$ cat config.mk
export PLATFORM = sky130hd
export DESIGN_NAME = stcw_out
export DESIGN_NICKNAME = d
export VERILOG_FILES = /design/src/hdl/stcw_pkg.sv /design/src/hdl/stcw_out.sv
export SDC_FILE = /design/constraint.sdc
export NUM_CORES = 1
export LEC_CHECK = 0
export BUFFER_PORTS_ARGS = -buffer_cell sky130_fd_sc_hd__buf_2
export CAP_MARGIN = 40
export CORE_ASPECT_RATIO = 2
export CORE_MARGIN = 4
export CORE_UTILIZATION = 40
export CTS_CLUSTER_SIZE = 30
export DETAILED_ROUTE_END_ITERATION = 8
export GPL_TIMING_DRIVEN = 0
export HOLD_SLACK_MARGIN = 0.12
export PLACE_DENSITY = 0.8
export SLEW_MARGIN = 10
export SYNTH_ARGS = -nofsm -noshare
export SYNTH_HDL_FRONTEND = slang
export SYNTH_SLANG_ARGS = --single-unit
$ cat constraint.sdc
create_clock -name aclk -period 3.6 [get_ports aclk]
set_input_delay 0.36 -clock aclk [delete_from_list [all_inputs] [get_ports aclk]]
set_output_delay 0.36 -clock aclk [all_outputs]
set_load 0.05 [all_outputs]
$ cat src/hdl/stcw_pkg.sv
`timescale 1ns / 1ps

package stcw_pkg;

    // Datapath widths after normalization (largest offset magnitude in [2^31, 2^32))
    localparam int CW = 36;   // CORDIC x/y
    localparam int AW = 34;   // binary angles, normalized offsets

    localparam int ANG_TABLE_LEN = 24;
    localparam int CFG_INDEX_W   = 2;

    localparam logic [27:0] INV_GAIN_Q28 = 28'd163008219;

    localparam logic signed [AW-1:0] HALF_TURN    = 34'sh0_8000_0000;
    localparam logic signed [AW-1:0] QUARTER_TURN = 34'sh0_4000_0000;

    // atan(2^-i) with a full turn of 2^32
    localparam logic signed [AW-1:0] ATAN_BAM [ANG_TABLE_LEN] = '{
        34'sh20000000, 34'sh12E4051E, 34'sh09FB385B, 34'sh051111D4,
        34'sh028B0D43, 34'sh0145D7E1, 34'sh00A2F61E, 34'sh00517C55,
        34'sh0028BE53, 34'sh00145F2F, 34'sh000A2F98, 34'sh000517CC,
        34'sh00028BE6, 34'sh000145F3, 34'sh0000A2FA, 34'sh0000517D,
        34'sh000028BE, 34'sh0000145F, 34'sh00000A30, 34'sh00000518,
        34'sh0000028C, 34'sh00000146, 34'sh000000A3, 34'sh00000051
    };

    typedef enum logic [CFG_INDEX_W-1:0] {
        REG_CENTER_X = 2'd0,
        REG_CENTER_Y = 2'd1,
        REG_CENTER_Z = 2'd2
    } reg_index_t;

    typedef struct packed {
        logic degen;      // offset is zero
        logic yaxis;      // dx == dz == 0
        logic pitch_up;   // dy > 0
    } flags_t;

    // x, y: vector under rotation; z: angle accumulator;
    // aux: dy during yaw, finished yaw during pitch
    typedef struct packed {
        logic signed [CW-1:0] x;
        logic signed [CW-1:0] y;
        logic signed [AW-1:0] z;
        logic signed [AW-1:0] aux;
        flags_t               flags;
    } cordic_t;

endpackage

$ cat src/hdl/stcw_out.sv
`timescale 1ns / 1ps

module stcw_out import stcw_pkg::*; (
    input  logic        aclk,
    input  logic        aresetn,
    input  logic        in_valid,
    output logic        in_ready,
    input  cordic_t     in_data,
    output logic        out_valid,
    input  logic        out_ready,
    output logic [15:0] tex_u,
    output logic [15:0] tex_v,
    output logic        degenerate
);

    logic signed [AW-1:0] yaw, pitch;
    logic signed [AW:0]   tu, tv;
    logic [15:0] u_next, v_next, u_reg, v_reg;
    logic        degen_next, degen_reg;
    logic        valid_reg;

    assign in_ready = !valid_reg || out_ready;

    always_comb begin
        yaw   = in_data.aux;
        pitch = in_data.z;
        // pure Y offset: yaw zero, pitch at a pole
        if (in_data.flags.yaxis) begin
            yaw   = '0;
            pitch = in_data.flags.pitch_up ? QUARTER_TURN : -QUARTER_TURN;
        end
        tu = (AW+1)'(yaw) + (AW+1)'(HALF_TURN) + (AW+1)'(1 << 15);
        tv = (AW+1)'(pitch) + (AW+1)'(QUARTER_TURN) + (AW+1)'(1 << 14);

        if (tu[AW]) u_next = 16'd0;
        else if (|tu[AW-1:32]) u_next = 16'hFFFF;
        else u_next = tu[31:16];

        if (tv[AW]) v_next = 16'd0;
        else if (|tv[AW-1:31]) v_next = 16'hFFFF;
        else v_next = tv[30:15];

        degen_next = in_data.flags.degen;
        if (in_data.flags.degen) begin
            u_next = 16'h8000;
            v_next = 16'h8000;
        end
    end

    always_ff @(posedge aclk) begin
        if (!aresetn) begin
            valid_reg <= 1'b0;
        end else if (in_ready) begin
            valid_reg <= in_valid;
        end
    end

    always_ff @(posedge aclk) begin
        if (in_ready && in_valid) begin
            u_reg     <= u_next;
            v_reg     <= v_next;
            degen_reg <= degen_next;
        end
    end

    assign out_valid  = valid_reg;
    assign tex_u      = u_reg;
    assign tex_v      = v_reg;
    assign degenerate = degen_reg;

endmodule

After elaboration in Yosys (flattened, before gate mapping)
Index checks and enable logic that the tools add are counted.

word-level totals
  flip-flop bits (word level) = 34
  latch bits = 0
  bits in writable memories = 0
  memory bits (read-only) = 0
  bits of input ports = 147
  output and inout bits = 35
  logic and storage cells = 24
  memories kept = 0

operators by class
  add/subtract/negate cells = 4
  multipliers = 0
  div/mod/pow operators = 0
  order comparisons = 0
  equality and inequality tests = 0
  shifts and indexed selects = 0
  multiplexer cells = 7
  bitwise gates (word level) = 0
  reduce and logical (&&, ||, !) cells = 7

operators by type and width
  kind                    count
  $mux 34                 3
  $mux 16                 4
  $add 34x32->35 const B  1
  $add 34x33->35 const B  1
  $add 35x16->35 const B  1
  $add 35x17->35 const B  1
  $reduce_or 2->1         3
  $reduce_or 3->1         1
  $logic_and 1x1->1       1
  $logic_not 1->1         1
  $logic_or 1x1->1        1

Depth between registers and ports, before layout
  depth after elaboration = 7
  mapped depth = 14

Least setup slack after synthesis
No wires, ideal clock.

  kind = input-to-reg
  start = input port in_data[1] (netlist bit)
  end = register u_reg[13] (netlist: tex_u[13]) (data pin)
  library setup time = 254 ps
  arrival = 2,831 ps
  data required time = 3,346 ps
  setup slack = 514 ps
  stages on the path = 14
  cell sequence = clkbuf_8 clkbuf_8 clkbuf_1 buf_6 nor2b_1 ha_1 and4b_1 clkbuf_1 or3_1 a2111oi_2 a21o_2 a211oi_4 buf_6 o21a_1

on the way
  longest elaborated chain between the ends = 5
  elaborated cells between the ends (all ways) = 6
  classes of those cells = add/sub: 2; mux: 2; reduce/logical: 2

ends and longest elaborated chain
  what                  RTL line        RTL
  from (decl)           stcw_out.sv:8   input cordic_t in_data,
  $mux 34 (*)           stcw_out.sv:28  if (in_data.flags.yaxis) begin
  $add 34x33->35 (*)    stcw_out.sv:32  tu = (AW+1)'(yaw) + (AW+1)'(HALF_TURN) + (AW+1)'(1 << 15);
  $add 35x17->35 (*)    stcw_out.sv:32
  $reduce_or 2->1       stcw_out.sv:36  else if (|tu[AW-1:32]) u_next = 16'hFFFF;
  $mux 16               stcw_out.sv:36
  to (signal assigned)  stcw_out.sv:60  u_reg <= u_next;
  to (decl)             stcw_out.sv:18  logic [15:0] u_next, v_next, u_reg, v_reg;

Every way passes the cells marked *; elsewhere a longest branch is shown, timed or not.
A chain may end at the register's enable or synchronous reset.

Worst setup path after layout
  start = input port in_data[1] (netlist bit)
  end = register u_reg[10] (netlist: tex_u[10]) (data pin)

The elaborated chain is that of the path after synthesis.

==> results.cfg <==
[routing]
avgRoutedWirePerCell_um = 14.2
routed_wl_um = 5980
drc_errors = 0
antenna_left = 0
dr.pass1.iters = 4
drtIter0Drc = 58
via_per_inst = 5.14
num_vias = 2169

[floorplan]
fp.dieW_um = 63.8
die_area_um2 = 7640
start_util_pct = 41.2
fp.dieH_um = 120
fp.coreArea_um2 = 6060
io_pins = 182
row_count = 40

[clock_network]
postCtsSetupRepairBufs = 0
cts_root_buf = clkbuf_16
cts_sinks = 34
clockBufferDepth = 2
insertion_delay_ns = 0.28
clkTransAtPathRegs_ns = 0.05
cts_resized = 0
cts_buffers = 5
cts_hold_buf = 0
h-tree-depth = 2
cts_tree = yes

[min_path]
min_to = out_valid
min_from = aresetn
holdPathStages = 2
hold_class = in2reg

[synthesis]
synth_nets = 400
synthSimpleGateAreaFrac_pct = 28.2
yosys_most_used_dff = edfxtp_1
async_flop_share_pct = 0
synth-seq-cells = 34
synth.avg_cell_area_um2 = 9.94
ys_seq_area_share_pct = 40.5
yosys_warnings = 0
synth_cells = 251
synthesis.area_um2 = 2490
synth-compound-area-share_pct = 15.3
synth_adder_area_share_pct = 1.00
synth_top_family_by_area = simple AND/OR/NAND/NOR gates
synth_xor_area_share_pct = 7.37
synth_enable_flop_cells = 33
yosys-mux-area-fraction_pct = 1.25
synthDistinctLibCells = 55

[grt]
grt_antenna_before_repair = 0
grtUsageTotal_pct = 16.4
grt_pass1_wl_um = 9920
grt_pass1_vias = 2194
grt_overflow = 0
grt_max_degree = 34

[worst_setup_path]
max_stage_delay_ns = 0.36
r2r_slack_ns = 2.19
worstPathMaxFanout = 10
timing.rr.start = out_valid
crit_path_start_kind = input pin
arrival_ns = 3.35
reg2regPathDepth = 2
critPathCaptureType = register
path_cells = buf_2, clkbuf_8, clkbuf_8, clkbuf_2, buf_6, nor2b_1, ha_1, and4b_1, clkbuf_1, or3_1, a2111oi_2, a21o_2, a211oi_4, buf_6, o21a_1
crit_slowest_cell = a2111oi_2
worstPathRequired_ns = 3.63
r2r-end = tex_u[6]
path_class = in2reg
critPathLaunch = in_data[1]

[sta]
finClkSkew_ns = 0.00589
fmax_ghz = 0.301
period_minus_slack_ns = 3.33
maxSlewHeadroom_pct = 52.4
maxSlewViolCount = 0
worst_slew_pin_slew_ns = 0.715
fin_crit_sh_pct = 92.4
tns_ns = 0
setup_slack_ns = 0.274
rsz0062_at_grt = no
final-setup-viol-count = 0
hold_viol = 0

[final_layout]
drive_gt1_share_pct = 34.3
syn_to_final_growth_pct = 25.8
final_area_um2 = 3140
nets = 487
antenna_cells = 0

[status]
status = completed

[placement]
gp_congestion = 0.872
hpwl_um = 4760
portBuffers = 80
place_ws_ns = -0.200
placed_area_um2 = 3000

[power]
p_leak_nw = 1.28
power_density_nw_per_um2 = 377
max-vdd-ir-drop_mv = 0.195
finalPower_w = 0.00118

[flow_run]
maxCapViolCount = 0
worst max-delay path by stage:
stage / to / slack (ns) / cells past startpoint
2_1_floorplan: tex_u[13] / 0.51 / 14
3_3_place_gp: tex_u[11] / -0.13 / 15
3_5_place_dp: tex_u[10] / -0.20 / 15
4_1_cts: tex_u[10] / 0.08 / 15
5_1_grt: tex_u[13] / 0.09 / 15
6_report: tex_u[10] / 0.27 / 15
state kept, by name, summed over array words and instances (netlist names):
signal      cells
tex_u          16
degenerate      1
out_valid       1
tex_v          16
layout by cell type, fill, tap and decap left out, types with 3 or more instances in the layout:
cell type / netlist / routed
a21oi_1: 22 / 22
and4b_1: 3 / 3
buf_2: 0 / 80
buf_6: 5 / 5
clkbuf_16: 0 / 5
clkbuf_8: 3 / 3
edfxtp_1: 33 / 33
inv_1: 8 / 8
nand2_1: 14 / 14
nand2b_1: 13 / 13
nand3_1: 9 / 9
nand3b_1: 3 / 3
nand4_1: 4 / 4
nand4b_1: 4 / 4
nor2_1: 23 / 23
nor2b_1: 10 / 10
nor3_1: 8 / 8
o21a_1: 14 / 14
o21ai_0: 5 / 5
xnor2_1: 14 / 14
xor2_1: 7 / 7
cell type report:
cell class,instances,area (um2)
repair buffers,80,400
multi-input cells,196,1330
inverters,8,30.0
flip-flops and latches,34,1010
clock inverters,2,10.0
well taps,84,105
plain buffers,13,130
clock buffers,5,125
fillers,582,2920
metrics by stage:
step	hold slack, ns	instances	util [%]
CTS	0.331	422	51.8
finish	0.336	422	51.8
floorplan	0.459	251	-
global placement	0.498	415	49.5
detailed placement	0.525	415	49.6
global route	0.335	422	51.8
synthesized netlist by cell type (3+ instances only):
cell | count | share of area, %
clkbuf_1 | 3 | 0.45
inv_1 | 8 | 1.2
nand2_1 | 14 | 2.1
nand3_1 | 9 | 1.8
a21oi_1 | 22 | 4.4
nand4b_1 | 4 | 1.4
buf_6 | 5 | 2.3
xnor2_1 | 14 | 4.9
nor2b_1 | 10 | 2.5
o21a_1 | 14 | 4.2
and4b_1 | 3 | 1.2
nand3b_1 | 3 | 0.90
nor2_1 | 23 | 3.5
o21ai_0 | 5 | 1.0
nand4_1 | 4 | 1.0
edfxtp_1 | 33 | 40
nor3_1 | 8 | 1.6
xor2_1 | 7 | 2.5
nand2b_1 | 13 | 3.3
clkbuf_8 | 3 | 1.7
report_power, final:
group	leakage, nW	switching [W]	internal, W	total, W
Clock	0.0694	0.000149	0.000249	0.000398
Combinational	0.874	0.000212	0.0000951	0.000307
Sequential	0.334	0.00000590	0.000472	0.000478
kinds of logic (layout without fill, tap and decap cells):
family          count (synthesis)  after routing
compound gates                 57             57
xor+xnor                       21             21
fa+ha+maj                       2              2
buf+inv                        21            108
flops                          34             34
mux                             3              3
simple gates                  113            113
worst max-delay path, delay by kind of cell:
kind	cells	cell delay, ns
AO/OA/AOI/OAI	4	0.79
adder cells (fa/ha/maj)	1	0.23
buffers and inverters	7	1.35
AND/OR/NAND/NOR	3	0.60
metal layers:
| layer | vias to the layer above | global-route usage [%] | wire length, um |
|---|---|---|---|
| li1 | 1089 | - | - |
| met1 | 988 | 17.2 | 2200 |
| met2 | 77 | 29.0 | 3230 |
| met3 | 15 | 3.56 | 353 |
| met4 | 0 | 10.0 | 197 |
| met5 | - | 0 | 0 |
(Power assumes the default switching activity.)
