`config.mk`:
```
export PLATFORM = sky130hd
export DESIGN_NAME = stcw_front
export DESIGN_NICKNAME = d
export VERILOG_FILES = /design/src/hdl/stcw_pkg.sv /design/src/hdl/stcw_front.sv
export SDC_FILE = /design/constraint.sdc
export NUM_CORES = 1
export LEC_CHECK = 0
export BUFFER_PORTS_ARGS = -buffer_cell sky130_fd_sc_hd__clkbuf_2
export CAP_MARGIN = 20
export CORE_ASPECT_RATIO = 1.4
export CORE_MARGIN = 1
export CORE_UTILIZATION = 30
export DETAILED_ROUTE_END_ITERATION = 10
export HOLD_SLACK_MARGIN = 0.12
export PLACE_DENSITY_LB_ADDON = 0.2
export SLEW_MARGIN = 5
export SYNTH_ARGS = -nofsm -noshare
export SYNTH_HDL_FRONTEND = slang
export SYNTH_SLANG_ARGS = --single-unit
```
`constraint.sdc`:
```
create_clock -name aclk -period 18.7 [get_ports aclk]
set_input_delay 0 -clock aclk [delete_from_list [all_inputs] [get_ports aclk]]
set_output_delay 0 -clock aclk [all_outputs]
set_load 0.02 [all_outputs]
```
`src/hdl/stcw_pkg.sv`:
```
`timescale 1ns / 1ps

package stcw_pkg;

    // Datapath widths after normalization (largest offset magnitude in [2^31, 2^32))
    localparam int CW = 36;   // CORDIC x/y
    localparam int AW = 34;   // binary angles, normalized offsets

    localparam int ANG_TABLE_LEN = 24;
    localparam int CFG_INDEX_W   = 2;

    localparam logic [27:0] INV_GAIN_Q28 = 28'd163008219;

    localparam logic signed [AW-1:0] HALF_TURN    = 34'sh0_8000_0000;
    localparam logic signed [AW-1:0] QUARTER_TURN = 34'sh0_4000_0000;

    // atan(2^-i) with a full turn of 2^32
    localparam logic signed [AW-1:0] ATAN_BAM [ANG_TABLE_LEN] = '{
        34'sh20000000, 34'sh12E4051E, 34'sh09FB385B, 34'sh051111D4,
        34'sh028B0D43, 34'sh0145D7E1, 34'sh00A2F61E, 34'sh00517C55,
        34'sh0028BE53, 34'sh00145F2F, 34'sh000A2F98, 34'sh000517CC,
        34'sh00028BE6, 34'sh000145F3, 34'sh0000A2FA, 34'sh0000517D,
        34'sh000028BE, 34'sh0000145F, 34'sh00000A30, 34'sh00000518,
        34'sh0000028C, 34'sh00000146, 34'sh000000A3, 34'sh00000051
    };

    typedef enum logic [CFG_INDEX_W-1:0] {
        REG_CENTER_X = 2'd0,
        REG_CENTER_Y = 2'd1,
        REG_CENTER_Z = 2'd2
    } reg_index_t;

    typedef struct packed {
        logic degen;      // offset is zero
        logic yaxis;      // dx == dz == 0
        logic pitch_up;   // dy > 0
    } flags_t;

    // x, y: vector under rotation; z: angle accumulator;
    // aux: dy during yaw, finished yaw during pitch
    typedef struct packed {
        logic signed [CW-1:0] x;
        logic signed [CW-1:0] y;
        logic signed [AW-1:0] z;
        logic signed [AW-1:0] aux;
        flags_t               flags;
    } cordic_t;

endpackage

```
`src/hdl/stcw_front.sv`:
```
`timescale 1ns / 1ps

module stcw_front import stcw_pkg::*; #(
    parameter int COORD_BITS = 24
) (
    input  logic                         aclk,
    input  logic                         aresetn,
    input  logic signed [COORD_BITS-1:0] center_x,
    input  logic signed [COORD_BITS-1:0] center_y,
    input  logic signed [COORD_BITS-1:0] center_z,
    input  logic                         in_valid,
    output logic                         in_ready,
    input  logic signed [COORD_BITS-1:0] point_x,
    input  logic signed [COORD_BITS-1:0] point_y,
    input  logic signed [COORD_BITS-1:0] point_z,
    output logic                         out_valid,
    input  logic                         out_ready,
    output cordic_t                      out_data
);

    localparam int DW = COORD_BITS + 1;

    function automatic logic [2:0] lzc8(input logic [7:0] b);
        logic [2:0] r;
        r = 3'd0;
        for (int i = 0; i < 8; i++) begin
            if (b[i]) r = 3'(7 - i);
        end
        return r;
    endfunction

    logic v1_reg, v2_reg, v3_reg, v4_reg, v5_reg;
    logic r1, r2, r3, r4, r5;

    assign r5 = !v5_reg || out_ready;
    assign r4 = !v4_reg || r5;
    assign r3 = !v3_reg || r4;
    assign r2 = !v2_reg || r3;
    assign r1 = !v1_reg || r2;
    assign in_ready = r1;

    always_ff @(posedge aclk) begin
        if (!aresetn) begin
            v1_reg <= 1'b0;
            v2_reg <= 1'b0;
            v3_reg <= 1'b0;
            v4_reg <= 1'b0;
            v5_reg <= 1'b0;
        end else begin
            if (r1) v1_reg <= in_valid;
            if (r2) v2_reg <= v1_reg;
            if (r3) v3_reg <= v2_reg;
            if (r4) v4_reg <= v3_reg;
            if (r5) v5_reg <= v4_reg;
        end
    end

    // Stage 1: offset from center
    logic signed [DW-1:0] dx1_reg, dy1_reg, dz1_reg;
    logic signed [DW-1:0] dx1_next, dy1_next, dz1_next;

    assign dx1_next = DW'(point_x) - DW'(center_x);
    assign dy1_next = DW'(point_y) - DW'(center_y);
    assign dz1_next = DW'(point_z) - DW'(center_z);

    always_ff @(posedge aclk) begin
        if (r1 && in_valid) begin
            dx1_reg <= dx1_next;
            dy1_reg <= dy1_next;
            dz1_reg <= dz1_next;
        end
    end

    // Stage 2: OR of magnitudes has the same leading-zero count as the max
    logic signed [DW-1:0] dx2_reg, dy2_reg, dz2_reg;
    logic signed [DW-1:0] ax, ay, az;
    logic [COORD_BITS-1:0] mag2_reg, mag2_next;
    flags_t flags2_reg, flags2_next;

    always_comb begin
        ax = dx1_reg[DW-1] ? -dx1_reg : dx1_reg;
        ay = dy1_reg[DW-1] ? -dy1_reg : dy1_reg;
        az = dz1_reg[DW-1] ? -dz1_reg : dz1_reg;
        mag2_next = ax[COORD_BITS-1:0] | ay[COORD_BITS-1:0] | az[COORD_BITS-1:0];
        flags2_next.yaxis    = (dx1_reg == '0) && (dz1_reg == '0);
        flags2_next.degen    = flags2_next.yaxis && (dy1_reg == '0);
        flags2_next.pitch_up = !dy1_reg[DW-1] && (dy1_reg != '0);
    end

    always_ff @(posedge aclk) begin
        if (r2 && v1_reg) begin
            dx2_reg    <= dx1_reg;
            dy2_reg    <= dy1_reg;
            dz2_reg    <= dz1_reg;
            mag2_reg   <= mag2_next;
            flags2_reg <= flags2_next;
        end
    end

    // Stage 3: per-byte leading-zero counts
    logic signed [DW-1:0] dx3_reg, dy3_reg, dz3_reg;
    logic [31:0] mag32;
    logic [3:0]  nz3_reg, nz3_next;
    logic [2:0]  lz3_reg [4];
    logic [2:0]  lz3_next [4];
    flags_t      flags3_reg;

    always_comb begin
        mag32 = 32'(mag2_reg);
        for (int k = 0; k < 4; k++) begin
            nz3_next[k] = |mag32[8*k +: 8];
            lz3_next[k] = lzc8(mag32[8*k +: 8]);
        end
    end

    always_ff @(posedge aclk) begin
        if (r3 && v2_reg) begin
            dx3_reg    <= dx2_reg;
            dy3_reg    <= dy2_reg;
            dz3_reg    <= dz2_reg;
            nz3_reg    <= nz3_next;
            lz3_reg    <= lz3_next;
            flags3_reg <= flags2_reg;
        end
    end

    // Stage 4: pick the top nonzero byte, then shift all three components
    logic [4:0] shamt;
    logic signed [AW-1:0] dx4_reg, dy4_reg, dz4_reg;
    logic signed [AW-1:0] dx4_next, dy4_next, dz4_next;
    flags_t flags4_reg;

    always_comb begin
        shamt = 5'd0;
        for (int k = 0; k < 4; k++) begin
            if (nz3_reg[k]) shamt = 5'((3 - k) * 8) + 5'(lz3_reg[k]);
        end
        dx4_next = AW'(dx3_reg) <<< shamt;
        dy4_next = AW'(dy3_reg) <<< shamt;
        dz4_next = AW'(dz3_reg) <<< shamt;
    end

    always_ff @(posedge aclk) begin
        if (r4 && v3_reg) begin
            dx4_reg    <= dx4_next;
            dy4_reg    <= dy4_next;
            dz4_reg    <= dz4_next;
            flags4_reg <= flags3_reg;
        end
    end

    // Stage 5: fold the left half-plane by a half turn
    cordic_t stage5_reg, stage5_next;

    always_comb begin
        stage5_next.x     = CW'(dx4_reg);
        stage5_next.y     = CW'(dz4_reg);
        stage5_next.z     = '0;
        stage5_next.aux   = dy4_reg;
        stage5_next.flags = flags4_reg;
        if (dx4_reg[AW-1]) begin
            stage5_next.x = -CW'(dx4_reg);
            stage5_next.y = -CW'(dz4_reg);
            stage5_next.z = dz4_reg[AW-1] ? -HALF_TURN : HALF_TURN;
        end
    end

    always_ff @(posedge aclk) begin
        if (r5 && v4_reg) begin
            stage5_reg <= stage5_next;
        end
    end

    assign out_valid = v5_reg;
    assign out_data  = stage5_reg;

endmodule

```
; ---- Yosys cells after proc, flatten, opt, wreduce, memory -nomap -nowiden
; Cells that the tools add are included.
[word_totals]
regBits = 520
input_bits = 148
output_inout_bits = 145
elab_cells = 122
[classes]
add_sub_neg = 11
shifts = 3
muxes = 29
bitwise_logic = 2
n_reduce_logical = 32
[op_table]
columns = cell, n
row1 = 103-bit 2-to-1 mux, 1
row2 = 25-bit by 5-bit <<< shifter with 34-bit output, 3
row3 = 25-bit zero test, 3
row4 = 24-bit by 24-bit subtractor with 25-bit output, 3
row5 = 24-bit 2-to-1 mux, 3
row6 = 24-bit negator, 3
row7 = 34-bit negator with 36-bit output, 2
row8 = 24-bit OR, 2
row9 = 3-bit 2-to-1 mux, 12
row10 = 34-bit 2-to-1 mux, 1
row11 = 25-bit nonzero test, 1
row12 = 8-bit OR reduction, 3
row13 = 5-bit 2-to-1 mux, 3
row14 = 2-bit 2-to-1 mux, 6
row15 = 4-bit OR reduction, 3
row16 = 1-bit logical AND, 8
row17 = 1-bit zero test, 6
row18 = 2-bit OR reduction, 3
row19 = 4-bit by 3-bit adder with 5-bit output (first input constant), 1
row20 = 4-bit by 4-bit adder with 5-bit output (first input constant), 1
row21 = 5-bit by 3-bit adder with 5-bit output (first input constant), 1
row22 = 1-bit logical OR, 5
row23 = 1-bit 2-to-1 mux, 3

; ---- Depth between registers and ports, before layout
[depth]
ltp_word = 7
depth_mapped = 11
mapped_depth_nobuf = 10

; ---- Worst setup path before layout
; No wires, ideal clock.
[synth_path]
kind = reg-to-reg
startpoint = reg v5_reg, in the netlist out_valid
endpoint = reg dx2_reg[0] (enable)
setup_ps = 719
arrival_time_ps = 8255
required_time_ps = 17981
path_slack_ps = 9727
stages_incl_launch_ff = 5
path_buffers = 1
synth_period_minus_slack_ps = 8973
cell_sequence = dfxtp_1 -> nor2b_1 -> and3_1 -> clkbuf_1 -> a21boi_0
[synth_between]
elab_chain_cells = 6
[synth_lines]
columns = item, line
row1 = from (decl), stcw_front.sv:32  ; logic v1_reg, v2_reg, v3_reg, v4_reg, v5_reg;
row2 = from (signal assigned), stcw_front.sv:54  ; if (r5) v5_reg <= v4_reg;
row3 = 1-bit zero test, stcw_front.sv:35  ; assign r5 = !v5_reg || out_ready;
row4 = 1-bit logical OR, stcw_front.sv:35
row5 = 1-bit logical OR, stcw_front.sv:36  ; assign r4 = !v4_reg || r5;
row6 = 1-bit logical OR, stcw_front.sv:37  ; assign r3 = !v3_reg || r4;
row7 = 1-bit logical OR, stcw_front.sv:38  ; assign r2 = !v2_reg || r3;
row8 = 1-bit logical AND, stcw_front.sv:91  ; if (r2 && v1_reg) begin
row9 = to (signal assigned), stcw_front.sv:92  ; dx2_reg <= dx1_reg;
row10 = to (decl), stcw_front.sv:75  ; logic signed [DW-1:0] dx2_reg, dy2_reg, dz2_reg;
; No other way between the ends.
; A chain may end at the register's enable or synchronous reset.

; ---- Worst setup path in the final report
[layout_path]
startpoint = reg nz3_reg[2]
endpoint = reg dz4_reg[31], data pin
[layout_between]
elab_chain_cells = 2
[layout_lines]
columns = item, line
row1 = from (decl), stcw_front.sv:103  ; logic [3:0] nz3_reg, nz3_next;
row2 = from (signal assigned), stcw_front.sv:121  ; nz3_reg <= nz3_next;
row3 = 5-bit 2-to-1 mux, stcw_front.sv:136  ; if (nz3_reg[k]) shamt = 5'((3 - k) * 8) + 5'(lz3_reg[k]);
row4 = 25-bit by 5-bit <<< shifter with 34-bit output, stcw_front.sv:140  ; dz4_next = AW'(dz3_reg) <<< shamt;
row5 = named net dz4_next[31], stcw_front.sv:130  ; logic signed [AW-1:0] dx4_next, dy4_next, dz4_next;
row6 = to (signal assigned), stcw_front.sv:147  ; dz4_reg <= dz4_next;
row7 = to (decl), stcw_front.sv:129  ; logic signed [AW-1:0] dx4_reg, dy4_reg, dz4_reg;
; The timed path passes the listed nets, and every way through them passes these cells.

==> summary.md <==
| Metric | Value |
|---|---|
| Clk Latency, worst-skew pair | `0.62 ns` |
| Final worst path period need | `approximately 4.1 ns` |
| Yosys top cell by area | `edfxtp_1` |
| PortBufs | `261` |
| Initial drt markers | `909` |
| Routed WL per cell | `19.00 um` |
| CP Class | `reg2reg` |
| Fin area | `between 30000 and 40000 um2` |
| Max Fclk | `roughly 0.24 GHz` |
| Final Wtd Congestion | `about 0.85` |
| Library cells used by synthesis | `77` |
| Multiplexer area fraction after synthesis | `0.08690` |
| Worst slew pin tran | `1.023 ns` |
| Tcrit/Tclk final | `0.2184` |
| CTS tree | `done` |
| Core area | `slightly below 90000 um2` |
| Number of enable flip-flop cells after synthesis | `483` |
| Synth Flop Type | `edfxtp_1` |
| # Post-CTS Setup Buffers | `0` |
| Final HPWL DP | `56220 um` |
| Post-synth ARST share | `0` |
| Area Growth Syn to Fin | `23.68%` |
| Largest family of logic cells by synthesized area | `compound AO/OA/AOI/OAI gates` |
| Synth top area share | `0.5493` |
| Top area cells in the synthesized netlist | `edfxtp_1, mux2i_1, xnor2_1, ha_1, nand2_1` |
| Layout net count | `2923` |
| Slowest stage delay, CP | `0.67 ns` |
| CP max FO | `56` |
| Starting Density | `0.3031` |
| Post-synthesis sequential area ratio | `0.5530` |
| Adder-cell share of the synthesized area | `0.03876` |
| CTS Buf Count | `50` |
| Post-synthesis average cell area | `11.78 um2` |
| Root Buffer | `clkbuf_16` |
| Total gr overflow | `0` |
| Pwr Density | `approximately 83 nW/um2` |
| TNS Setup | `0 ns` |
| All-Layer GR Usage | `0.1642` |
| Worst Path Arrival | `around 4.5 ns` |
| Lkg Pwr | `12.61 nW` |
| RSZ-0062 raised after global routing | `no` |
| Largest net degree at the start of global routing | `80` |
| Worst path top cell family by delay | `buffers and inverters` |
| CP Launch Type | `flip-flop` |
| Fill count | `roughly 8700` |
| CP most frequent cell | `mux2i_1` |
| CP endpoint kind | `flip-flop` |
| Vias post-DR | `18910` |
| Antenna diodes | `0` |
| Rel. slew slack | `0.3156` |
| Worst IR Drop VDD | `about 0.073 mV` |
| CP cell instances | `buf_4, a21oi_1, a21oi_4, buf_4, mux2i_1, mux2i_1, mux2i_1, o22ai_1, or3_1` |
| Longest Clk Path Bufs | `3` |
| Xor and xnor area share after synthesis | `0.05738` |
| CP max stage cell | `buf_4` |
| Final setup violation count | `0` |
| Max-cap violations | `0` |
| Class of the worst hold path | `in2reg` |
| Post-Syn Instances | `2241` |
| Vias/cell | `4.844` |
| Worst path buffer plus inverter count | `2` |
| Req. time, crit path | `19.07 ns` |
| Full die area | `89230 um2` |
| Syn Std Cell Area | `26410 um2` |
| Outcome | `complete, no violations` |
| Die Ht | `353.0 um` |
| Post-route ant nets | `0` |
| Synth Area in Compound Gates | `0.1242` |
| Ys Warns | `0` |
| Boundary Pins | `293` |
| Fraction of layout cells with a size suffix above 1 | `0.1517` |
| Max reg flops | `111` |
| Clock edge transition at the registers on the reported setup and hold paths | `0.07 ns` |
| Clk sinks | `488` |
| Routed WL | `~74000 um` |
| Synth Area in Simple Gates | `0.1000` |
| Placed Area | `28970 um2` |
| First-pass GRT wire length | `113700 um` |
| Clock Skew | `0.02654 ns` |
| Max Slew Vio Count | `0` |
| Initial antenna violation count | `0` |
| Post-Route Utilization | `0.3749` |
| Hold Slack | `roughly 0.17 ns` |
| H-tree Lvls | `2` |
| Final hold viol count | `0` |
| Drc violations | `0` |
| Post_cts resized | `0` |
| Drt pass-1 iters | `7` |
| Die W | `252.7 um` |
| Yosys reg bits | `488` |
| Vias in the first global route | `19150` |
| Site Rows | `roughly 130` |
## final timing paths
path	from	end	slack, ns	cells after the start
min	center_z[10]	dz1_reg[11]$_DFFE_PP_	0.17	7
min reg2reg	dy4_reg[3]$_SDFFCE_PP0P_	out_data[6]$_DFFE_PP_	0.42	0
max	nz3_reg[2]$_DFFE_PP_	dz4_reg[31]$_DFFE_PP_	14.62	9
max reg2reg	nz3_reg[2]$_DFFE_PP_	dz4_reg[31]$_DFFE_PP_	14.62	9
## kinds of logic after synthesis
kind of cell    after synthesis
simple gates                544
flops                       488
compound gates              485
buf+inv                     243
mux                         227
xor+xnor                    173
fa+ha+maj                    80
other cells                   1
## cells in the mapped netlist (all sizes together) (7+ instances only)
library cell  number
a221oi            16
ha                77
inv              119
nor4              25
xnor2            111
a21oi             94
nand2b            16
o21a              38
nand2            151
nor2             143
or3               25
buf               61
o211ai            11
nor3              32
a211oi            13
a31oi             19
edfxtp           483
and3              30
o21ai            103
clkbuf            62
or4               20
a21boi            13
mux2i            209
nor2b             26
o41ai             17
o31ai             44
nand3             49
or2                8
o22a               9
a22oi              7
o221ai             7
a21o              26
o22ai             12
xor2              62
mux2              18
## per-layer routing
layer | share of wire | global-route usage
met5 | 0 | 0
met4 | 0.034 | 0.06218
met1 | 0.41 | 0.1939
met2 | 0.52 | 0.3018
met3 | 0.036 | 0.01776
## report_power, final
part	switching, W	total, W	leakage, nW	internal (W)
Combinational	0.000215	0.000406	7.43	0.000191
Clock	0.000437	0.000978	0.768	0.000541
Sequential	0.0000566	0.00133	4.42	0.00127
Total	0.000708	0.00271	12.6	0.00200
## final cells by class
class | count | area (um2) | area share
clock buffers | 58 | 1281 | 0.03923
clock inverters | 34 | 317.8 | 0.009731
inverters | 120 | 450.4 | 0.01379
multi-input cells | 1542 | 10970 | 0.3359
flip-flops and latches | 488 | 14600 | 0.4472
well taps | 1170 | 1464 | 0.04482
repair buffers | 493 | 3571 | 0.1093
## worst min-delay path: stages
cell	delay [ns]
clkbuf_2	0.08
inv_1	0.06
ha_1	0.16
inv_1	0.05
o21ai_0	0.07
nor2_1	0.07
xnor2_1	0.17
## placed cells by master (no fill, tap or decap), types with 8 or more instances in the layout
cell type	netlist	final
a21oi_1	94	91
a211oi_1	13	13
o41ai_1	16	16
mux2_2	18	18
o22a_1	9	9
xnor2_1	111	111
a31oi_1	19	18
conb_1	1	33
o211ai_1	11	11
nand2_1	151	151
and3_1	30	30
inv_1	119	119
clkbuf_1	62	8
a21o_1	26	24
o21a_1	38	38
clkbuf_2	0	261
buf_4	32	23
xor2_1	62	62
clkbuf_16	0	50
nor4_1	25	25
o31ai_1	43	43
nand3_1	49	49
dlygate4sd3_1	0	209
nand2b_1	16	16
a21boi_0	13	11
clkinv_2	0	9
o21ai_0	102	102
o22ai_1	12	12
a221oi_1	16	16
ha_1	77	77
or3_1	21	21
nor2b_1	26	24
nor2_1	143	141
mux2i_1	209	209
nor3_1	32	32
clkinv_1	1	9
edfxtp_1	483	483
or4_1	18	18
## repair_timing
item	in CTS	in global routing
hold buffers	209	0
hold endpoints to repair	85	0
setup endpoints to repair	0	0
## metrics by stage
step                      power, W  cells  setup slack [ns]
after global routing      0.002825   3905             14.37
after CTS                 0.002750   3905             14.61
after floorplan           0.001566   2273             9.727
final                     0.002710   3905             14.62
after detailed placement  0.001691   3604             14.65
after global placement    0.001688   3604             14.70
(Power assumes the default switching activity.)
