File: src/hdl/stcw_pkg.sv
`timescale 1ns / 1ps

package stcw_pkg;

    // Datapath widths after normalization (largest offset magnitude in [2^31, 2^32))
    localparam int CW = 36;   // CORDIC x/y
    localparam int AW = 34;   // binary angles, normalized offsets

    localparam int ANG_TABLE_LEN = 24;
    localparam int CFG_INDEX_W   = 2;

    localparam logic [27:0] INV_GAIN_Q28 = 28'd163008219;

    localparam logic signed [AW-1:0] HALF_TURN    = 34'sh0_8000_0000;
    localparam logic signed [AW-1:0] QUARTER_TURN = 34'sh0_4000_0000;

    // atan(2^-i) with a full turn of 2^32
    localparam logic signed [AW-1:0] ATAN_BAM [ANG_TABLE_LEN] = '{
        34'sh20000000, 34'sh12E4051E, 34'sh09FB385B, 34'sh051111D4,
        34'sh028B0D43, 34'sh0145D7E1, 34'sh00A2F61E, 34'sh00517C55,
        34'sh0028BE53, 34'sh00145F2F, 34'sh000A2F98, 34'sh000517CC,
        34'sh00028BE6, 34'sh000145F3, 34'sh0000A2FA, 34'sh0000517D,
        34'sh000028BE, 34'sh0000145F, 34'sh00000A30, 34'sh00000518,
        34'sh0000028C, 34'sh00000146, 34'sh000000A3, 34'sh00000051
    };

    typedef enum logic [CFG_INDEX_W-1:0] {
        REG_CENTER_X = 2'd0,
        REG_CENTER_Y = 2'd1,
        REG_CENTER_Z = 2'd2
    } reg_index_t;

    typedef struct packed {
        logic degen;      // offset is zero
        logic yaxis;      // dx == dz == 0
        logic pitch_up;   // dy > 0
    } flags_t;

    // x, y: vector under rotation; z: angle accumulator;
    // aux: dy during yaw, finished yaw during pitch
    typedef struct packed {
        logic signed [CW-1:0] x;
        logic signed [CW-1:0] y;
        logic signed [AW-1:0] z;
        logic signed [AW-1:0] aux;
        flags_t               flags;
    } cordic_t;

endpackage

File: src/hdl/stcw_gain.sv
`timescale 1ns / 1ps

module stcw_gain import stcw_pkg::*; (
    input  logic    aclk,
    input  logic    aresetn,
    input  logic    in_valid,
    output logic    in_ready,
    input  cordic_t in_data,
    output logic    out_valid,
    input  logic    out_ready,
    output cordic_t out_data
);

    // x after the yaw pass is nonnegative and below 2^34
    localparam int HALF_W = 17;
    localparam int PP_W   = HALF_W + 28;
    localparam int SUM_W  = PP_W + HALF_W + 1;

    logic v1_reg, v2_reg;
    logic r1, r2;

    assign r2 = !v2_reg || out_ready;
    assign r1 = !v1_reg || r2;
    assign in_ready = r1;

    always_ff @(posedge aclk) begin
        if (!aresetn) begin
            v1_reg <= 1'b0;
            v2_reg <= 1'b0;
        end else begin
            if (r1) v1_reg <= in_valid;
            if (r2) v2_reg <= v1_reg;
        end
    end

    // Stage 1: two partial products of x * (1/K)
    logic [PP_W-1:0] plo_reg, phi_reg, plo_next, phi_next;
    logic signed [AW-1:0] yaw1_reg, dy1_reg;
    flags_t flags1_reg;
    logic [2*HALF_W-1:0] xu;

    always_comb begin
        xu       = in_data.x[2*HALF_W-1:0];
        plo_next = PP_W'(xu[HALF_W-1:0]) * PP_W'(INV_GAIN_Q28);
        phi_next = PP_W'(xu[2*HALF_W-1:HALF_W]) * PP_W'(INV_GAIN_Q28);
    end

    always_ff @(posedge aclk) begin
        if (r1 && in_valid) begin
            plo_reg    <= plo_next;
            phi_reg    <= phi_next;
            yaw1_reg   <= in_data.z;
            dy1_reg    <= in_data.aux;
            flags1_reg <= in_data.flags;
        end
    end

    // Stage 2: combine, round half up, start the pitch pass on (hypot, dy)
    logic [SUM_W-1:0] sum;
    cordic_t stage2_reg, stage2_next;

    always_comb begin
        sum = (SUM_W'(phi_reg) << HALF_W) + SUM_W'(plo_reg) + (SUM_W'(1) << 27);
        stage2_next.x     = CW'(sum[SUM_W-1:28]);
        stage2_next.y     = CW'(dy1_reg);
        stage2_next.z     = '0;
        stage2_next.aux   = yaw1_reg;
        stage2_next.flags = flags1_reg;
    end

    always_ff @(posedge aclk) begin
        if (r2 && v1_reg) begin
            stage2_reg <= stage2_next;
        end
    end

    assign out_valid = v2_reg;
    assign out_data  = stage2_reg;

endmodule

File: config.mk
export PLATFORM = sky130hd
export DESIGN_NAME = stcw_gain
export DESIGN_NICKNAME = d
export VERILOG_FILES = /design/src/hdl/stcw_pkg.sv /design/src/hdl/stcw_gain.sv
export SDC_FILE = /design/constraint.sdc
export NUM_CORES = 1
export LEC_CHECK = 0
export ABC_AREA = 1
export BUFFER_PORTS_ARGS = -buffer_cell sky130_fd_sc_hd__buf_4
export CAP_MARGIN = 20
export CORE_MARGIN = 2
export CORE_UTILIZATION = 62
export CTS_CLUSTER_DIAMETER = 100
export DETAILED_ROUTE_END_ITERATION = 8
export MAX_ROUTING_LAYER = met4
export PLACE_DENSITY_LB_ADDON = 0.1
export SYNTH_ARGS = -nofsm -noshare
export SYNTH_HDL_FRONTEND = slang
export SYNTH_SLANG_ARGS = --single-unit
File: constraint.sdc
create_clock -name aclk -period 20.7 [get_ports aclk]
set_clock_uncertainty 0.1 [all_clocks]
set_input_delay 5.175 -clock aclk [delete_from_list [all_inputs] [get_ports aclk]]
set_output_delay 5.175 -clock aclk [all_outputs]
set_load 0.02 [all_outputs]
=== Yosys cells after proc, flatten, opt, wreduce, memory -nomap -nowiden ===
Index checks and enable logic that the tools add are counted.

* Add/subtract/negate cells: 2
* Multipliers: 2
* Reductions and logical operators: 6

{| class="wikitable"
|+ Operator list
! operator !! count
|-
| $mul A17 B28 Y45 const B || 2
|-
| $add A62 B45 Y63 || 1
|-
| $add A63 B28 Y63 const B || 1
|-
| $logic_and A1 B1 Y1 || 2
|-
| $logic_not A1 Y1 || 2
|-
| $logic_or A1 B1 Y1 || 2
|}

* Register bits: 269
* Input port bits: 147
* Output and inout bits: 145
* Word-level logic and storage cells: 25

=== Longest topological paths before layout ===
Gate-level depths: netlist of the first run.

* Depth in word-level cells: 4
* Depth in mapped cells: 25
* Gate-level depth less buffers: 25

=== Worst setup path before layout of the first run ===
Ideal clock, no wire load.

* Path kind: input -> register
* Start: in out_ready
* End: reg stage2_reg (netlist bit out_data[0]), enable pin
* Library setup time: 606 ps
* Data arrival time: 10,327 ps
* Data required time: 19,994 ps
* Slack: 9,667 ps
* Cell stages on the path: 2
* Buffers on the path: 0
* Cell sequence: inv_1 > a21oi_1

* Cells in the longest elaborated chain, start to end: 2

{| class="wikitable"
|+ RTL lines
! item !! line !! source
|-
| start, declared || stcw_gain.sv:10 || <nowiki>input logic out_ready,</nowiki>
|-
| $logic_or A1 B1 Y1 || stcw_gain.sv:22 || <nowiki>assign r2 = !v2_reg || out_ready;</nowiki>
|-
| $logic_and A1 B1 Y1 || stcw_gain.sv:72 || <nowiki>if (r2 && v1_reg) begin</nowiki>
|-
| end signal, assigned || stcw_gain.sv:73 || <nowiki>stage2_reg <= stage2_next;</nowiki>
|-
| end, declared || stcw_gain.sv:60 || <nowiki>cordic_t stage2_reg, stage2_next;</nowiki>
|}

No other way between the ends.
A chain may end at the register's enable or synchronous reset.

=== Worst setup path in the final report of the first run ===
* Start: in out_ready
* End: out in_ready

* Cells in the longest elaborated chain, start to end: 2

{| class="wikitable"
|+ RTL lines
! item !! line !! source
|-
| $logic_or A1 B1 Y1 || stcw_gain.sv:22 ||
|-
| $logic_or A1 B1 Y1 || stcw_gain.sv:23 || <nowiki>assign r1 = !v1_reg || r2;</nowiki>
|-
| end, declared || stcw_gain.sv:7 || <nowiki>output logic in_ready,</nowiki>
|}

No other way between the ends.

==> summary.md, run 1 <==
| Metric | Value |
|---|---|
| Status | `finished clean` |
| CTS Buf Count | `21` |
| First-pass GRT wire length | `120000 um` |
| Kind of critical path | `primary input to primary output` |
| Worst Hold Class | `flop to flop` |
| Clock root buffer master | `clkbuf_16` |
| Yosys top cell area share | `26.8%` |
| Nets@finish | `4122` |
| Worst Path Arrival | `5800 ps` |
| Via-to-Cell Ratio | `5.47` |
| Post-synth EDFFs | `250` |
| Area growth syn-to-layout | `10.4%` |
| Setup-failing EPs final | `0` |
| # DRC | `0` |
| Crit path largest cell delay | `roughly 210 ps` |
| Via count | `about 21000` |
| Cell Area, Synth | `28400 um^2` |
| Vias in the first global route | `21782` |
| Core Region | `45300 um^2` |
| Sink Count | `252` |
| CP Data Required Time | `15430 ps` |
| Worst-margin pin slew | `1000 ps` |
| Post-layout util | `between 60 and 70%` |
| Post-detailed-route wirelength per cell | `between 15 and 20 um` |
| DR WL met2 | `approximately 36000 um` |
| Post-DP HPWL | `66600 um` |
| Critical-path top delay cell | `buf_4` |
| Critical path cell sequence | `buf_4, inv_1, nand3_1, buf_4` |
| Synth cell count leaders | `inv_1 (769), nand2_1 (502), fa_1 (380)` |
| Metal3 WL | `6090 um` |
| Synth unique cells | `42` |
| Die Ht | `218 um` |
| Largest net degree at the start of global routing | `80` |
| # H-tree levels | `1` |
| Max-slew headroom | `33.0%` |
| Drt first pass iters | `5` |
| Die span in x | `218 um` |
| Period utilisation layout | `a little over half` |
| Layout cells sized above 1 | `about 9%` |
| CTS Hold Bufs | `0` |
| Synth area leader | `fa_1` |
| First-iteration detailed-routing DRC count | `1715` |
| Fillers | `between 3000 and 4000` |
| Most common cell on crit path | `buf_4` |
| Cell Rows | `78` |
| RSZ-0062 raised after global routing | `no` |
| GP Congestion | `~1.1` |
| Post-route ant nets | `0` |
| Final Slew Violations | `0` |
| Maximum clock rate | `90.3 MHz` |
| Starting density of the core | `62.8%` |
| Placed Area | `between 30000 and 40000 um^2` |
| Worst Setup Start Kind | `primary input` |
| Synthesized flop and latch total | `~250` |
| Fin crit period | `11080 ps` |
| Clk slew on worst S/H paths | `70 ps` |
| Sequential area share after synthesis | `a little over a quarter` |
| Port bufs | `218` |
| R2R cell count | `8` |
| Grt total ovfl | `0` |
| Max Cap Viol | `0` |
| Crit path max fanout | `3` |
| Async SR Flop Fraction | `0%` |
| CTS tree | `done` |
| Primary FF master, synth | `edfxtp_1` |
| Avg Cell Area, Syn | `about 9.5 um^2` |
| Synth area leaders | `fa_1 (27%), edfxtp_1 (26%), ha_1 (15%)` |
| Clock Tree Buf Depth | `3` |
| Number of antenna violations at the first check in global routing | `1` |
| Die area | `47600 um^2` |
| PostCTS Resize Cnt | `0` |
| # Post-CTS Setup Buffers | `0` |
| Max reg flops | `106` |
| Final Hold Viols | `0` |
| Count leader, synth | `inv_1` |
| I/O pin count | `between 200 and 300` |
| Worst skew pair latency | `520 ps` |
| Syn Inst Count | `3005` |
| Final Instance Area | `31400 um^2` |
| Gr usage total | `around 34%` |
| Sum Neg Setup Slack | `0 ps` |
| Top Layer Used | `met4` |
| Met1 WL | `between 30000 and 40000 um` |
| Hold Path Depth | `0` |
| Nature of the critical path endpoint | `primary output` |
| Yosys warning count | `0` |
| WL final | `roughly 77000 um` |
## final cells by class
cell class | instances | area [um^2] | share of cell area, %
Sequential cell | 252 | 7550 | 24.0
Clock inverter | 14 | 160 | 0.510
Tap cell | 600 | 751 | 2.39
Multi-Input combinational cell | 1980 | 17900 | 56.9
Clock buffer | 24 | 537 | 1.71
Antenna cell | 1 | 2.50 | 0.00797
Timing Repair Buffer | 220 | 1650 | 5.26
Inverter | 769 | 2890 | 9.21
## placed cells by master, fill, tap and decap left out, types with 9 or more instances in the layout
cell | netlist | layout
xnor2_1 | 9 | 9
buf_4 | 37 | 220
nand4_1 | 27 | 27
nand3_1 | 101 | 101
xor2_1 | 49 | 49
nand2_1 | 502 | 502
o21a_1 | 10 | 10
o21bai_1 | 11 | 11
a21o_1 | 10 | 10
nor2_1 | 185 | 185
nor3_1 | 24 | 24
clkbuf_16 | 0 | 21
conb_1 | 1 | 35
fa_1 | 380 | 380
ha_1 | 351 | 351
o21ai_0 | 69 | 69
edfxtp_1 | 250 | 250
a21oi_1 | 144 | 143
inv_1 | 769 | 768
## final timing paths
check | start | endpoint | slack [ps]
max | out_ready | in_ready | 9620
min | dy1_reg[18] | out_data[89] | 320
max reg2reg | plo_reg[28] | out_data[122] | 17930
min reg2reg | dy1_reg[18] | out_data[89] | 320
## cells by family after synthesis
group                    share of synthesized area, %
AND/OR/NAND/NOR                                  13.1
buffers and inverters                            11.1
adder cells (fa/ha/maj)                          42.2
AO/OA/AOI/OAI                                    5.19
flip-flops                                       26.5
XOR/XNOR                                         1.79
other                                          0.0132
## through the flow
step,setup slack (ps),hold WS (ps),cells
floorplan,9670,300,3039
global placement,9670,301,3821
detailed placement,9670,305,3821
CTS,9630,317,3859
global route,9610,318,3860
finish,9620,316,3860
## per-layer routing
metal / vias to the layer above / GRT usage (%)
li1: 9799 / -
met1: 10234 / 46.4
met2: 935 / 55.2
met3: 138 / 4.82
met5: - / -
met4: 0 / 9.00
## worst max-delay path, delay by kind of cell
family / cells / cell delay (ps)
buf+inv: 3 / 460
simple gates: 1 / 170
Power of run 1 is left out: the tool's default activity adds up to more than one toggle a clock period on the data nets, which glitch-free logic cannot reach.
==> inputs of run 2 (changes only) <==
--- a/config.mk
+++ b/config.mk
@@ -5,11 +5,11 @@
 export SDC_FILE = /design/constraint.sdc
 export NUM_CORES = 1
 export LEC_CHECK = 0
-export ABC_AREA = 1
+export ABC_AREA = 0
 export BUFFER_PORTS_ARGS = -buffer_cell sky130_fd_sc_hd__buf_4
 export CAP_MARGIN = 20
 export CORE_MARGIN = 2
-export CORE_UTILIZATION = 62
+export CORE_UTILIZATION = 55
 export CTS_CLUSTER_DIAMETER = 100
 export DETAILED_ROUTE_END_ITERATION = 8
 export MAX_ROUTING_LAYER = met4
==> constraint.sdc (replaced) <==
create_clock -name aclk -period 9 [get_ports aclk]
set_clock_uncertainty 0.1 [all_clocks]
set_input_delay 2.25 -clock aclk [delete_from_list [all_inputs] [get_ports aclk]]
set_output_delay 2.25 -clock aclk [all_outputs]
set_load 0.02 [all_outputs]
==> summary.md, run 2 <==
| Metric | Value |
|---|---|
| Period utilisation layout | `91.6%` |
| CTS Hold Bufs | `0` |
| # Post-CTS Setup Buffers | `0` |
| Synth cell count leaders | `inv_1 (607), fa_1 (380), ha_1 (351)` |
| Via-to-Cell Ratio | `approximately 5.3` |
| Worst skew pair latency | `about 560 ps` |
| Final Hold Viols | `0` |
| Cell class contributing the biggest share of worst-path delay | `adder cells` |
| Fin crit period | `a little over 8000 ps` |
| Most common cell on crit path | `fa_1` |
| Synth area leader | `fa_1` |
| CTS tree | `done` |
| CP Data Required Time | `9190 ps` |
| Worst Hold Class | `flop to flop` |
| Post-detailed-route wirelength per cell | `20.2 um` |
| Syn Inst Count | `2279` |
| Vias in the first global route | `17575` |
| Maximum clock rate | `about 120 MHz` |
| Area growth syn-to-layout | `12.5%` |
| Count leader, synth | `inv_1` |
| Primary FF master, synth | `edfxtp_1` |
| Hold Path Depth | `0` |
| Synth unique cells | `70` |
| Sink Count | `between 200 and 300` |
| Kind of critical path | `primary input to flop` |
| First-iteration detailed-routing DRC count | `1061` |
| Post-route ant nets | `0` |
| # H-tree levels | `1` |
| Synth area leaders | `fa_1 (29%), edfxtp_1 (29%), ha_1 (17%)` |
| Synthesized flop and latch total | `252` |
| CP Buf/Inv Count | `6` |
| I/O pin count | `292` |
| Number of antenna violations at the first check in global routing | `3` |
| Starting density of the core | `56.0%` |
| Worst setup margin | `755 ps` |
| CP Depth | `20` |
| Max-slew headroom | `31.0%` |
| Clock root buffer master | `clkbuf_16` |
| Gr usage total | `around 27%` |
| Avg Cell Area, Syn | `11.5 um^2` |
| Core Region | `46800 um^2` |
| Sum Neg Setup Slack | `0 ps` |
| Post-synth EDFFs | `250` |
| Grt total ovfl | `0` |
| Sequential area share after synthesis | `28.8%` |
| Max reg flops | `106` |
| Layout cells sized above 1 | `11.8%` |
| Crit path largest cell delay | `roughly 600 ps` |
| # DRC | `0` |
| Critical-path top delay cell | `fa_1` |
| Cell Rows | `79` |
| First-pass GRT wire length | `99600 um` |
| R2R cell count | `11` |
| Largest net degree at the start of global routing | `75` |
| Crit path max fanout | `6` |
| Leading cell type in the layout, fill and taps excluded | `inv_1` |
| Nature of the critical path endpoint | `flop` |
| Cell Area, Synth | `26200 um^2` |
| Pre-CTS setup slack | `212 ps` |
| Nets@finish | `3400` |
| WL final | `between 60000 and 70000 um` |
| Die area | `49300 um^2` |
| Worst Path Arrival | `approximately 8400 ps` |
| Worst-margin pin slew | `1030 ps` |
| Commonest cells after routing, fill and taps aside | `inv_1 (607), fa_1 (380), ha_1 (351)` |
| GP Congestion | `~1` |
| Fillers | `about 3800` |
| PostCTS Resize Cnt | `0` |
| Die span in x | `222 um` |
| Port bufs | `218` |
| Worst Setup Start Kind | `primary input` |
| Status | `finished clean` |
| Setup-failing EPs final | `0` |
| Post-layout util | `62.9%` |
| RSZ-0062 raised after global routing | `no` |
| Die Ht | `222 um` |
| Via count | `16785` |
| Async SR Flop Fraction | `0%` |
| Setup slack, reg-to-reg | `between 5000 and 6000 ps` |
| Critical path cell sequence | `buf_4, ha_1, fa_1, inv_1, fa_1, fa_1, inv_1, fa_1, inv_1, fa_1, inv_1, ha_1, a21oi_1, o2111ai_1, nand4_1, a311oi_1, buf_4, o311ai_1, a21oi_1, a311o_1` |
| Yosys top cell area share | `29.1%` |
| Post-DP HPWL | `55400 um` |
| CTS Buf Count | `29` |
| Drt first pass iters | `5` |
| Max Cap Viol | `0` |
| Final Slew Violations | `0` |
| Yosys warning count | `0` |
| Clock Tree Buf Depth | `3` |
| Clk slew on worst S/H paths | `60 ps` |
==> run 2: cell count changes in the layout (fill, tap and decap cells not counted), moves of 10 or more <==
cell      delta
and2_1      +10
inv_1      -161
nand3_1     -75
buf_4       +14
nand4_1     -10
a211oi_1    +16
a21oi_1     -58
nand2_1    -440
xnor2_1     +43
o21ai_0     -34
a21o_1      +41
nor2_1     -115
==> run 2: worst paths after layout <==
| path | endpoint | start |
|---|---|---|
| min reg2reg | out_data[99] | dy1_reg[28] |
| max reg2reg | out_data[137] | plo_reg[19] |
| max | phi_reg[41] | in_data[129] |
| min | out_data[99] | dy1_reg[28] |
==> run 2: final cells by class <==
class | instances | area (um^2) | area share [%]
multi-input cells | 1398 | 16100 | 54.8
well taps | 607 | 759 | 2.58
repair buffers | 234 | 1760 | 5.97
clock buffers | 35 | 748 | 2.54
clock inverters | 18 | 205 | 0.697
diodes | 3 | 7.51 | 0.0255
inverters | 607 | 2280 | 7.74
flip-flops and latches | 252 | 7550 | 25.6
==> run 2: cells by family after synthesis <==
logic type | count (synthesis) | share of synthesized area [%]
other cells | 1 | 0.0143
simple gates | 256 | 4.70
xor+xnor | 92 | 3.08
flops | 252 | 28.8
buf+inv | 663 | 10.1
compound gates | 284 | 7.44
fa+ha+maj | 731 | 45.9
==> run 2: per-stage QoR <==
stage / area, um^2 / hold slack [ps] / cells
CTS: 29400 / 314 / 3151
finish: 29400 / 313 / 3154
detailed placement: 28500 / 305 / 3098
global route: 29400 / 323 / 3154
floorplan: 26300 / 300 / 2313
global placement: 28500 / 300 / 3098
==> run 2: per-layer routing <==
layer | wire length, um | vias to the layer above | GRT usage [%]
met1 | 30100 | 8373 | 39.6
li1 | - | 7807 | -
met4 | 860 | 0 | 4.08
met3 | 4840 | 65 | 6.12
met5 | 0 | - | -
met2 | 27900 | 540 | 40.5
Power of run 2 is left out for the same reason.
==> inputs of run 3 (changes only) <==
--- a/config.mk
+++ b/config.mk
@@ -12,6 +12,7 @@
 export CORE_UTILIZATION = 55
 export CTS_CLUSTER_DIAMETER = 100
 export DETAILED_ROUTE_END_ITERATION = 8
+export GPL_TIMING_DRIVEN = 0
 export MAX_ROUTING_LAYER = met4
 export PLACE_DENSITY_LB_ADDON = 0.1
 export SYNTH_ARGS = -nofsm -noshare
==> summary.md, run 3 (synthesis results as in run 2) <==
| Metric | Value |
|---|---|
| Setup-failing EPs final | `0` |
| Number of antenna violations at the first check in global routing | `2` |
| Fin crit period | `8410 ps` |
| Die Ht | `222 um` |
| R2R cell count | `11` |
| Reg2reg start | `plo_reg[25]` |
| Final Instance Area | `29800 um^2` |
| # Post-CTS Setup Buffers | `0` |
| Largest net degree at the start of global routing | `73` |
| Commonest cells after routing, fill and taps aside | `inv_1 (607), fa_1 (380), ha_1 (351)` |
| First-iteration detailed-routing DRC count | `1022` |
| Starting density of the core | `a little under three fifths` |
| Clock Tree Buf Depth | `3` |
| Vias in the first global route | `approximately 18000` |
| Max-slew headroom | `41.5%` |
| Critical Path Start | `in_data[138]` |
| RSZ-0062 raised after global routing | `no` |
| Clk slew on worst S/H paths | `about 60 ps` |
| Via-to-Cell Ratio | `5.24` |
| Sum Neg Setup Slack | `0 ps` |
| Fillers | `approximately 3800` |
| CTS tree | `done` |
| I/O pin count | `292` |
| Placed Area | `28800 um^2` |
| Layout cells sized above 1 | `12.6%` |
| Leading cell type in the layout, fill and taps excluded | `inv_1` |
| Area growth syn-to-layout | `13.7%` |
| Multi-input gate area | `around 16000 um^2` |
| Crit path max fanout | `7` |
| GR Util met3 | `6.14%` |
| Clock root buffer master | `clkbuf_16` |
| Kind of critical path | `primary input to flop` |
| Worst-margin pin slew | `873 ps` |
| Post-detailed-route wirelength per cell | `20.0 um` |
| Port bufs | `218` |
| Gr usage total | `between 20 and 30%` |
| CTS Hold Bufs | `0` |
| Worst setup margin | `between 500 and 600 ps` |
| PostCTS Resize Cnt | `0` |
| Via count | `16732` |
| Final Slew Violations | `0` |
| # H-tree levels | `1` |
| Drt first pass iters | `5` |
| Status | `finished clean` |
| Core Region | `46800 um^2` |
| Worst skew pair latency | `between 500 and 600 ps` |
| GRT met1 Usage | `40.2%` |
| Nature of the critical path endpoint | `flop` |
| Worst Hold Class | `flop to flop` |
| CP Data Required Time | `~9200 ps` |
| Cell Rows | `79` |
| Register area | `7550 um^2` |
| Die span in x | `222 um` |
| Period utilisation layout | `93.4%` |
| Post-DP HPWL | `55800 um` |
| Worst hold slack | `308 ps` |
| # DRC | `0` |
| Max Cap Viol | `0` |
| R2R Path End | `out_data[139]` |
| Worst Setup Start Kind | `primary input` |
| Most Used Layer, Global Route | `met1` |
| GP Congestion | `0.961` |
| Pre-CTS setup slack | `16.8 ps` |
| Max reg flops | `106` |
| Final Hold Viols | `0` |
| Post-route ant nets | `0` |
| Critical path endpoint | `phi_reg[41]` |
| First-pass GRT wire length | `101000 um` |
| Die area | `49300 um^2` |
| GR Layer Usage met2 | `40.0%` |
| Sink Count | `252` |
| Worst Path Arrival | `8590 ps` |
| CTS Buf Count | `28` |
| Grt total ovfl | `0` |
| Setup slack, reg-to-reg | `5070 ps` |
| Maximum clock rate | `~120 MHz` |
| WL final | `63800 um` |
| Nets@finish | `3444` |
==> run 3: cell type report <==
type	instances	area share (%)
Antenna cell	2	0.0168
Buffer	56	1.19
Clock buffer	36	2.53
Clock inverter	13	0.614
Inverter	607	7.66
Multi-Input combinational cell	1398	54.2
Sequential cell	252	25.4
Tap cell	607	2.55
Timing Repair Buffer	223	5.89
==> run 3: critical path, stage by stage <==
cell      delay [ps]
buf_4            160
ha_1             420
inv_1            160
fa_1             650
inv_1            130
fa_1             520
fa_1             540
fa_1             540
inv_1             50
fa_1             530
inv_1             40
ha_1             380
nand3_1          170
a211oi_1         210
nand4_1          370
a311oi_1         600
o311ai_1         200
a21oi_1          250
nor4b_1           80
a311o_1          340
==> run 3: metrics by stage <==
step / utilization [%] / instances
6_report: 63.6 / 3194
5_1_grt: 63.6 / 3194
4_1_cts: 63.6 / 3192
3_5_place_dp: 61.6 / 3143
3_3_place_gp: 61.4 / 3138
2_1_floorplan: - / 2313
==> run 3: worst min path at each step <==
stage / start / cells past startpoint / to
floorplan: flags1_reg[0] / 0 / out_data[0]
global placement: yaw1_reg[23] / 0 / out_data[26]
detailed placement: yaw1_reg[18] / 0 / out_data[21]
CTS: dy1_reg[32] / 0 / out_data[103]
global route: dy1_reg[15] / 0 / out_data[86]
finish: dy1_reg[15] / 0 / out_data[86]
==> run 3: routing by layer <==
| layer | wire length, um | vias up | part of all wire, % |
|---|---|---|---|
| li1 | - | 7887 | - |
| met1 | 30200 | 8261 | 47 |
| met2 | 27500 | 505 | 43 |
| met3 | 4720 | 79 | 7.4 |
| met4 | 1350 | 0 | 2.1 |
| met5 | 0 | - | 0 |
Power of run 3 is left out for the same reason.
